<file path="src/rtl/core/ovc_pkg.sv">
package ovc_pkg;

   // encode group stack: a 64-bit value needs at most ten 7-bit groups
   localparam int STACK_DEPTH = 10;
   localparam int SP_W        = 4;

   localparam logic [7:0] GROUP_MASK = 8'h7F;
   localparam logic [7:0] CONT_BIT   = 8'h80;

   typedef enum logic {
      OP_ENCODE = 1'b0,
      OP_DECODE = 1'b1
   } ovc_op_type;

   typedef enum logic [1:0] {
      KIND_BYTE  = 2'd0,
      KIND_VALUE = 2'd1,
      KIND_FAIL  = 2'd2
   } ovc_kind_type;

   typedef enum logic [1:0] {
      ST_IDLE  = 2'd0,
      ST_SPLIT = 2'd1,
      ST_EMIT  = 2'd2
   } ovc_state_type;

   // one queued item, classified by the front end
   typedef struct packed {
      ovc_op_type  op;
      logic [63:0] plain_value;
      logic [7:0]  in_byte;
      logic        is_cont;     // decode byte carries the continuation bit
      logic        buffer_end;
   } ovc_item_type;

   typedef struct packed {
      ovc_kind_type kind;
      logic [7:0]   out_byte;
      logic [63:0]  decoded_value;
      logic         last;
   } ovc_rsp_type;

endpackage

</file>
<file path="src/rtl/core/ovc_front.sv">
module ovc_front (
   input  logic                 clock,
   input  logic                 reset,
   input  logic                 req_tvalid,
   output logic                 req_tready,
   input  logic [71:0]          req_tdata,
   input  logic                 req_tuser,
   input  logic                 req_tlast,
   output logic                 q_valid,
   output ovc_pkg::ovc_item_type q_item,
   input  logic                 q_pop
);

   // two-entry queue between front and back
   ovc_pkg::ovc_item_type slot_ff [2];
   logic       wr_ptr_ff, wr_ptr_in;
   logic       rd_ptr_ff, rd_ptr_in;
   logic [1:0] count_ff, count_in;
   logic       push;
   ovc_pkg::ovc_item_type item_new;

   assign req_tready = (count_ff != 2'd2);
   assign push       = req_tvalid && req_tready;
   assign q_valid    = (count_ff != 2'd0);
   assign q_item     = slot_ff[rd_ptr_ff];

   always_comb begin
      item_new.op          = req_tuser ? ovc_pkg::OP_DECODE : ovc_pkg::OP_ENCODE;
      item_new.plain_value = req_tdata[63:0];
      item_new.in_byte     = req_tdata[71:64];
      item_new.is_cont     = (req_tdata[71:64] & ovc_pkg::CONT_BIT) != 8'h00;
      item_new.buffer_end  = req_tlast;
   end

   always_comb begin
      wr_ptr_in = push ? ~wr_ptr_ff : wr_ptr_ff;
      rd_ptr_in = q_pop ? ~rd_ptr_ff : rd_ptr_ff;
      count_in  = count_ff + {1'b0, push} - {1'b0, q_pop};
   end

   always_ff @(posedge clock) begin
      if (reset) begin
         wr_ptr_ff <= 1'b0;
         rd_ptr_ff <= 1'b0;
         count_ff  <= 2'd0;
      end else begin
         wr_ptr_ff <= wr_ptr_in;
         rd_ptr_ff <= rd_ptr_in;
         count_ff  <= count_in;
      end
   end

   always_ff @(posedge clock) begin
      if (push) begin
         slot_ff[wr_ptr_ff] <= item_new;
      end
   end

endmodule

</file>
<file path="src/rtl/core/ovc_back.sv">
module ovc_back #(
   parameter int MAX_BYTES = 10
) (
   input  logic                  clock,
   input  logic                  reset,
   input  logic                  q_valid,
   input  ovc_pkg::ovc_item_type q_item,
   output logic                  q_pop,
   output logic                  rsp_valid,
   input  logic                  rsp_ready,
   output ovc_pkg::ovc_rsp_type  rsp
);

   localparam int SEEN_W = $clog2(MAX_BYTES);

   ovc_pkg::ovc_state_type state_ff, state_in;

   logic [63:0]             acc_ff, acc_in;
   logic [SEEN_W-1:0]       seen_ff, seen_in;
   logic [63:0]             rem_ff, rem_in;
   logic [ovc_pkg::SP_W-1:0] cnt_ff, cnt_in;
   logic [7:0]              stack_ff [ovc_pkg::STACK_DEPTH];

   logic                    rsp_valid_ff, rsp_valid_in;
   ovc_pkg::ovc_rsp_type    rsp_ff, rsp_in;

   logic                    stk_we;
   logic [ovc_pkg::SP_W-1:0] stk_wa;
   logic [7:0]              stk_wd;

   logic                    out_free;
   logic [63:0]             acc_shift;
   logic [63:0]             rem_dec;
   logic [SEEN_W:0]         seen_next;
   logic [ovc_pkg::SP_W-1:0] rd_idx;
   logic                    split_done;

   assign out_free  = !rsp_valid_ff || rsp_ready;
   assign acc_shift = {acc_ff[56:0], q_item.in_byte[6:0]};
   assign rem_dec   = rem_ff - 64'd1;
   assign seen_next = {1'b0, seen_ff} + {{SEEN_W{1'b0}}, 1'b1};
   assign rd_idx    = cnt_ff - {{(ovc_pkg::SP_W-1){1'b0}}, 1'b1};
   assign split_done = (rem_ff == 64'd0) ||
                       (cnt_ff == ovc_pkg::SP_W'(ovc_pkg::STACK_DEPTH));

   assign rsp_valid = rsp_valid_ff;
   assign rsp       = rsp_ff;

   // next state
   always_comb begin
      state_in = state_ff;
      case (state_ff)
         ovc_pkg::ST_IDLE: begin
            if (q_valid && q_item.op == ovc_pkg::OP_ENCODE) begin
               state_in = ovc_pkg::ST_SPLIT;
            end
         end
         ovc_pkg::ST_SPLIT: begin
            if (split_done) begin
               state_in = ovc_pkg::ST_EMIT;
            end
         end
         ovc_pkg::ST_EMIT: begin
            if (out_free && cnt_ff == {{(ovc_pkg::SP_W-1){1'b0}}, 1'b1}) begin
               state_in = ovc_pkg::ST_IDLE;
            end
         end
         default: state_in = ovc_pkg::ST_IDLE;
      endcase
   end

   // datapath and outputs
   always_comb begin
      acc_in       = acc_ff;
      seen_in      = seen_ff;
      rem_in       = rem_ff;
      cnt_in       = cnt_ff;
      q_pop        = 1'b0;
      stk_we       = 1'b0;
      stk_wa       = cnt_ff;
      stk_wd       = 8'h00;
      rsp_valid_in = rsp_valid_ff && !rsp_ready;
      rsp_in       = rsp_ff;
      case (state_ff)
         ovc_pkg::ST_IDLE: begin
            if (q_valid && q_item.op == ovc_pkg::OP_ENCODE) begin
               q_pop  = 1'b1;
               stk_we = 1'b1;
               stk_wa = '0;
               stk_wd = q_item.plain_value[7:0] & ovc_pkg::GROUP_MASK;
               rem_in = {7'd0, q_item.plain_value[63:7]};
               cnt_in = {{(ovc_pkg::SP_W-1){1'b0}}, 1'b1};
            end else if (q_valid && out_free) begin
               q_pop = 1'b1;
               rsp_in.out_byte      = 8'h00;
               rsp_in.decoded_value = 64'd0;
               rsp_in.last          = 1'b1;
               if (!q_item.is_cont) begin
                  rsp_valid_in         = 1'b1;
                  rsp_in.kind          = ovc_pkg::KIND_VALUE;
                  rsp_in.decoded_value = acc_shift;
                  acc_in               = 64'd0;
                  seen_in              = '0;
               end else if (q_item.buffer_end ||
                            seen_next >= (SEEN_W+1)'(MAX_BYTES)) begin
                  rsp_valid_in = 1'b1;
                  rsp_in.kind  = ovc_pkg::KIND_FAIL;
                  acc_in       = 64'd0;
                  seen_in      = '0;
               end else begin
                  acc_in  = acc_shift + 64'd1;
                  seen_in = seen_next[SEEN_W-1:0];
               end
            end
         end
         ovc_pkg::ST_SPLIT: begin
            if (!split_done) begin
               stk_we = 1'b1;
               stk_wa = cnt_ff;
               stk_wd = (rem_dec[7:0] & ovc_pkg::GROUP_MASK) | ovc_pkg::CONT_BIT;
               rem_in = {7'd0, rem_dec[63:7]};
               cnt_in = cnt_ff + {{(ovc_pkg::SP_W-1){1'b0}}, 1'b1};
            end
         end
         ovc_pkg::ST_EMIT: begin
            if (out_free) begin
               rsp_valid_in         = 1'b1;
               rsp_in.kind          = ovc_pkg::KIND_BYTE;
               rsp_in.out_byte      = stack_ff[rd_idx];
               rsp_in.decoded_value = 64'd0;
               rsp_in.last          = (cnt_ff == {{(ovc_pkg::SP_W-1){1'b0}}, 1'b1});
               cnt_in               = rd_idx;
            end
         end
         default: ;
      endcase
   end

   always_ff @(posedge clock) begin
      if (reset) begin
         state_ff     <= ovc_pkg::ST_IDLE;
         acc_ff       <= 64'd0;
         seen_ff      <= '0;
         cnt_ff       <= '0;
         rsp_valid_ff <= 1'b0;
      end else begin
         state_ff     <= state_in;
         acc_ff       <= acc_in;
         seen_ff      <= seen_in;
         cnt_ff       <= cnt_in;
         rsp_valid_ff <= rsp_valid_in;
      end
   end

   always_ff @(posedge clock) begin
      rem_ff <= rem_in;
      rsp_ff <= rsp_in;
      if (stk_we) begin
         stack_ff[stk_wa] <= stk_wd;
      end
   end

endmodule

</file>
<file path="src/rtl/core/offset_varint_codec.sv">
// Offset 7-bit varint codec (each continuation group offset by one).
// Request channel (req_*): tuser selects the operation (0 encode, 1 decode),
//   tdata carries the value to encode and the byte to decode, tlast marks the
//   last byte available in the decode buffer.
// Response channel (rsp_*): tuser gives the kind (0 encoded byte, 1 decoded
//   value, 2 decode failure), tlast marks the final transfer of an item.
// A two-entry queue separates the accepting front end from the engine, so
//   requests keep being taken while the engine or the receiver is busy.
// Decode: one byte per transfer; a result, if any, is registered in the
//   queue and then in the response register before it shows on rsp. The
//   decoder state survives interleaved encodes.
// Encode of an n-byte result (n = 1..10): the value is split into groups
//   on a small stack, one 64-bit decrement per group after the first, the
//   split is closed, then one byte per cycle goes out from the stack while
//   the receiver takes them, most significant group first. Decodes run at
//   one byte per cycle while no encode runs and the receiver keeps up.
// Reset clears the queue, the decoder accumulator and byte count and the response valid flag.
// When the receiver holds rsp_tready low the response register holds its
//   transfer, the engine waits, and the queue fills; req_tready then falls.
module offset_varint_codec #(
   parameter int MAX_BYTES = 10
) (
   input  logic        clock,
   input  logic        reset,
   input  logic        req_tvalid,
   output logic        req_tready,
   input  logic [71:0] req_tdata,   // plain_value[63:0], in_byte[71:64]
   input  logic        req_tuser,   // op
   input  logic        req_tlast,   // buffer_end
   output logic        rsp_tvalid,
   input  logic        rsp_tready,
   output logic [71:0] rsp_tdata,   // out_byte[7:0], decoded_value[71:8]
   output logic [1:0]  rsp_tuser,   // result_kind
   output logic        rsp_tlast    // last
);

   logic                  q_valid;
   logic                  q_pop;
   ovc_pkg::ovc_item_type q_item;
   ovc_pkg::ovc_rsp_type  rsp;

   ovc_front u_front (
      .clock      (clock),
      .reset      (reset),
      .req_tvalid (req_tvalid),
      .req_tready (req_tready),
      .req_tdata  (req_tdata),
      .req_tuser  (req_tuser),
      .req_tlast  (req_tlast),
      .q_valid    (q_valid),
      .q_item     (q_item),
      .q_pop      (q_pop)
   );

   ovc_back #(
      .MAX_BYTES (MAX_BYTES)
   ) u_back (
      .clock     (clock),
      .reset     (reset),
      .q_valid   (q_valid),
      .q_item    (q_item),
      .q_pop     (q_pop),
      .rsp_valid (rsp_tvalid),
      .rsp_ready (rsp_tready),
      .rsp       (rsp)
   );

   // pack the response transfer
   assign rsp_tdata = {rsp.decoded_value, rsp.out_byte};
   assign rsp_tuser = rsp.kind;
   assign rsp_tlast = rsp.last;

endmodule

</file>
<file path="config.mk">
export PLATFORM = sky130hd
export DESIGN_NAME = offset_varint_codec
export DESIGN_NICKNAME = d
export VERILOG_FILES = /design/src/rtl/core/ovc_pkg.sv /design/src/rtl/core/ovc_front.sv /design/src/rtl/core/ovc_back.sv /design/src/rtl/core/offset_varint_codec.sv
export SDC_FILE = /design/constraint.sdc
export NUM_CORES = 1
export LEC_CHECK = 0
export BUFFER_PORTS_ARGS = -buffer_cell sky130_fd_sc_hd__clkbuf_2
export CAP_MARGIN = 5
export CELL_PAD_IN_SITES_DETAIL_PLACEMENT = 1
export CELL_PAD_IN_SITES_GLOBAL_PLACEMENT = 1
export CORE_MARGIN = 1
export CORE_UTILIZATION = 44
export CTS_CLUSTER_SIZE = 30
export DETAILED_ROUTE_END_ITERATION = 8
export PLACE_DENSITY = 0.72
export REMOVE_ABC_BUFFERS = 1
export SYNTH_ARGS = -nofsm -noshare
export SYNTH_HDL_FRONTEND = slang
export SYNTH_SLANG_ARGS = --single-unit
</file>
<file path="constraint.sdc">
create_clock -name clock -period 4.7 [get_ports clock]
set_input_delay 0.47 -clock clock [delete_from_list [all_inputs] [get_ports clock]]
set_output_delay 0.47 -clock clock [all_outputs]
set_load 0.01 [all_outputs]
</file>
# --- Yosys cells after proc, flatten, opt, wreduce, memory -nomap -nowiden ---
# Memory sizes are Yosys's and may differ from the RTL's. A register that Yosys moved wholly into a read port is not among the register bits.
# Index checks and enable logic that the tools add are counted.
totals:
  ramBits: 230
  output_inout_bits: 77
  memories: 2
  regBits: 211
mem_list:
  columns: ["name", "words", "width", "read_ports", "rd_ports_with_merged_regs", "write_ports", "line", "text"]
  rows:
  - ["u_front.slot_ff", 2, 75, 1, 1, 1, "ovc_front.sv:15", "ovc_pkg::ovc_item_type slot_ff [2];"]
  - ["u_back.stack_ff", 10, 8, 1, 0, 1, "ovc_back.sv:22", "logic [7:0] stack_ff [ovc_pkg::STACK_DEPTH];"]
op_classes:
  n_lt_le_gt_ge: 1
  n_reduce_logical: 22
  bitwise_logic: 4
  addsub: 7
  mux: 46
  n_eq_ne: 13
ops:
  columns: ["op", "n"]
  rows:
  - ["2-to-1 mux 75 bit", 3]
  - ["2-to-1 mux 64 bit", 3]
  - ["case mux 75 bit (2 select lines)", 1]
  - ["case mux 64 bit (2 select lines)", 1]
  - ["2-to-1 mux 57 bit", 2]
  - ["logical NOT 64 bit", 1]
  - ["subtractor 64 x 1 -> 64 bit (second input constant)", 1]
  - ["adder 57 x 1 -> 57 bit (second input constant)", 1]
  - ["2-to-1 mux 4 bit", 7]
  - ["2-to-1 mux 1 bit", 17]
  - ["case mux 8 bit (2 select lines)", 1]
  - ["case mux 4 bit (3 select lines)", 1]
  - ["2-to-1 mux 2 bit", 5]
  - ["inequality test 2 x 1 -> 1 bit (second input constant)", 5]
  - ["AND reduction 3 bit", 3]
  - ["2-to-1 mux 8 bit", 1]
  - ["AND reduction 4 bit", 2]
  - ["2-to-1 mux 7 bit", 1]
  - ["inequality test 2 bit (second input constant)", 3]
  - ["case mux 2 bit (3 select lines)", 1]
  - ["nonzero test 2 bit", 3]
  - ["adder 4 x 1 -> 5 bit (second input constant)", 1]
  - [">= comparator 5 x 4 -> 1 bit (second input constant)", 1]
  - ["logical AND 1 bit", 5]
  - ["16 further kinds", 23]

# --- Depth between registers and ports, before layout ---
logic_depth:
  depth_word: 8
  ltp_mapped: 13
  ltp_nobuf: 10

# --- By module ---
# Synthesis repeated with hierarchy kept, for this count alone.
hier_totals:
  hier_cells: 1502
  area_unflattened_um2: 19215.9
modules_own_cells:
  columns: ["mod", "n_inst", "area_per_inst_um2", "seq_area_each_um2", "cells_each"]
  rows:
  - ["ovc_back", 1, 13631.8, 7727.4, 1243]
  - ["ovc_front", 1, 5584.1, 4544.4, 259]

# --- Least setup slack after synthesis ---
# OpenSTA, ideal clock, no wires.
synth_path:
  path_kind: "register to register"
  from: "register u_back.cnt_ff[0] (netlist name)"
  to: "register u_back.rem_ff[0], enable pin"
  n_path_buf: 1
  setup_slack_ns: -0.008
  path_stages_with_launch: 7
  arrival_ns: 4.217
  path_cell_list: "dfxtp_1 buf_1 inv_1 ha_1 nand3b_1 nand2_1 a21oi_1"
synth_between:
  elab_chain_cells: 4
synth_rtl:
  columns: ["element", "line", "text"]
  rows:
  - ["from (decl)", "ovc_back.sv:21", "logic [ovc_pkg::SP_W-1:0] cnt_ff, cnt_in;"]
  - ["from (signal assigned)", "ovc_back.sv:150", "cnt_ff <= cnt_in;"]
  - ["== test 4 bit", "ovc_back.sv:44", "(cnt_ff == ovc_pkg::SP_W'(ovc_pkg::STACK_DEPTH));"]
  - ["logical OR 1 bit", "ovc_back.sv:43", "assign split_done = (rem_ff == 64'd0) ||"]
  - ["inequality test 2 bit (no line)", null, null]
  - ["AND reduction 3 bit (no line)", null, null]
  - ["to (signal assigned)", "ovc_back.sv:156", "rem_ff <= rem_in;"]
  - ["to (decl)", "ovc_back.sv:20", "logic [63:0] rem_ff, rem_in;"]
# Every way passes these cells.
# A chain may end at the register's enable or synchronous reset.

==> flow_metrics.tcl <==
set metrics [dict create \
    numCtsBuffers 47 \
    dr.pass1.iters 5 \
    first_global_vias 12470 \
    synth_top_area_frac 0.5810 \
    globalplace.congestion 0.7978 \
    grt_overflow 0 \
    critPathLaunchType "flop" \
    pwr-share-comb 0.235 \
    synth_edf_count 360 \
    syn_inst 1432 \
    synthTopCellsByCount "360 x edfxtp_1, 130 x nand2_1, 73 x dfxtp_1" \
    drt_first_iter_violations 610 \
    syn_to_final_growth_pct 15.74 \
    muxShareOfSynthArea 0.04869 \
    final_cells 2156 \
    nets 1678 \
    cp_slowest_cell "dfxtp_4" \
    synth_top_area_cell "edfxtp_1" \
    crit_required_ns 5.13 \
    fp.dieW_um 207.6 \
    p_seq_frac 0.458 \
    syn_area_um2 18610 \
    p_leak_nw 7.248 \
    drive_gt1_frac 0.1749 \
    synth_compound_area_frac 0.06691 \
    grt_pass1_wl_um 68640 \
    p_int_w 0.008282 \
    critical_path.max_fanout 61 \
    dieArea_um2 43110 \
    layout_setup_ws_ns 1.121 \
    cts_setup_buffers 0 \
    clock_path_buffers 3 \
    routed_wl_um 42770 \
    wl_per_cell_um 19.84 \
    critPathTopFamily "simple AND/OR/NAND/NOR gates" \
    antenna_found_initial 1 \
    hold_buffers 0 \
    synth_xor_area_frac 0.05508 \
    cp-end-kind "flop" \
    cts-resized-gates 0 \
    finalMaxSlewViolations 0 \
    vdd_drop_max_v 0.0003473 \
    drtAntennaViolNets 0 \
    cts_tree "done" \
    setup_viol 0 \
    power_density_nw_per_um2 555.9 \
    dp_hpwl_um 28580 \
    max_stage_delay_ns 0.74 \
    vias 11700 \
    cts-root-buf "clkbuf_16" \
    numClockSinks 433 \
    status "finished, final reports clean" \
    worst_pin_slew_ns 1.132 \
    hold_path.class "in -> reg" \
    swShare 0.3081 \
    worst_setup_hold_path_clk_slew_ns 0.06 \
    core_area_um2 41290 \
    placedCellCount 2068 \
    synth_top_family_by_area "simple AND/OR/NAND/NOR gates" \
    synthFlopType "edfxtp_1" \
    synth_area_leaders "edfxtp_1 58%, dfxtp_1 7.9%, xor2_1 2.8%, xnor2_1 2.7%, mux2i_1 2.7%" \
    h-tree-depth 2 \
    synth-simple-area-share 0.1387 \
    drc_errors 0 \
    row_count 74 \
    max_freq_mhz 279.4 \
    async_reset_ff_frac 0 \
    timing.critical_path.buf_inv 1 \
    synth_cell_types 61 \
    synthAdderAreaFrac 0.01009 \
    yosysSeqAreaShare 0.6596 \
    die_h_um 207.6 \
    vias_per_cell 5.426 \
    crit_type "reg -> reg" \
    ys_ff_latch 433 \
    detailedPlace.worstSlack_ns 1.128 \
    min_period_over_period 0.7615 \
    yosysWarnings 0 \
    skew_ns 0.01977 \
    slew_headroom 0.2397 \
    grt_max_degree 77 \
    clock_power_share 0.308 \
    clock_latency_ns 0.58 \
    ioPinCount 155 \
    antenna_cells 0 \
    grt_usage 0.2023 \
    crit_chain "mux2i_1, inv_1, ha_1, nand4_1, nor3_1, o211ai_1, nor4_1, xnor2_1, o21ai_0" \
    p_sw_w 0.003688 \
    portBuffers 154 \
    maxCapViolCount 0 \
    post_synth.cell_area_avg_um2 12.99 \
    finalHoldViolCount 0 \
    synth_most_common_cell "edfxtp_1" \
    crit_arrival_ns 4.01 \
    fin_crit_ns 3.579 \
    rsz0062_at_grt "false" \
    initial_core_util 0.4506 \
]
worst paths after layout:
kind	from	end	slack, ns	cells after the start
setup / recovery	flop	u_back.acc_ff[56]$_SDFFE_PP0P_	1.12	9
hold / removal	req_tdata[11]	u_front.slot_ff[0][21]$_DFFE_PP_	0.08	1
setup reg to reg	flop	u_back.acc_ff[56]$_SDFFE_PP0P_	1.12	9
hold reg to reg	u_back.acc_ff[56]$_SDFFE_PP0P_	u_back.acc_ff[56]$_SDFFE_PP0P_	0.46	2
power by group through the flow:
| stage | Sequential [W] | Combinational (W) | Clock (W) |
|---|---|---|---|
| global route | 0.00556 | 0.00310 | 0.00390 |
| finish | 0.00548 | 0.00281 | 0.00368 |
| global placement | 0.00552 | 0.00277 | 0 |
| floorplan | 0.00571 | 0.00171 | 0 |
| detailed placement | 0.00557 | 0.00285 | 0 |
| CTS | 0.00549 | 0.00288 | 0.00378 |
flip-flops by register name, indices dropped and copies added, names as in the netlist, named ones only:
signal             flops
u_front.wr_ptr_ff      1
u_back.rsp_valid       1
u_back.cnt_ff          4
u_back.state_ff        2
u_front.count_ff       2
u_front.slot_ff      148
u_back.stack_ff       80
u_back.rsp            75
u_back.acc_ff         57
u_front.rd_ptr_ff      1
u_back.rem_ff         57
u_back.seen_ff         4
layout by cell type (no fill, tap or decap), types with 16 or more instances in the layout:
cell	n
a21oi_1	58
nand3_1	37
buf_4	20
nand2_1	130
edfxtp_1	360
nor3_1	24
clkbuf_2	154
nor2_1	66
inv_1	30
a211oi_1	38
nor4_1	34
o21ai_0	66
and2_1	54
nor2b_1	41
nand4_1	27
clkbuf_16	48
xnor2_1	58
xor2_1	59
mux4_2	16
dfxtp_1	72
mux2i_1	50
cell families (layout without fill, tap and decap cells):
logic type,after synthesis,in the layout
muxes,70,70
DFF,433,433
adders and majority gates,15,15
AOI/OAI and AO/OA,209,209
xor gates and xnor gates,117,117
and+or+nand+nor,487,487
buffers and inverters,101,293
layout make-up:
class,count,area (um2)
clock buffer,65,1295
clock inverter,23,254.0
fill,4202,19760
inverter,30,112.6
multi-input combinational,898,5989
sequential,433,12280
tap,532,665.6
timing repair buffer,175,940.9
stage by stage:
step	util	hold WS (ns)	area, um2	total power, W	setup TNS (ns)
3_5_place_dp	0.4839	0.4466	19980	0.008420	0
4_1_cts	0.5215	0.04826	21530	0.01215	0
3_3_place_gp	0.4839	0.4283	19980	0.008288	0
6_report	0.5215	0.08213	21530	0.01197	0
2_1_floorplan	-	0.4167	18330	0.007417	-340.10
5_1_grt	0.5215	0.06369	21530	0.01256	0
routing by layer:
metal  GRT usage  wire (um)  vias up
met5           0          9        -
met4     0.06207        805        2
met3     0.03495       1669       57
met2      0.3605      21810      201
met1      0.2503      18470     5823
li1            -          -     5616
Note: power is estimated with default switching activity, not from simulation.
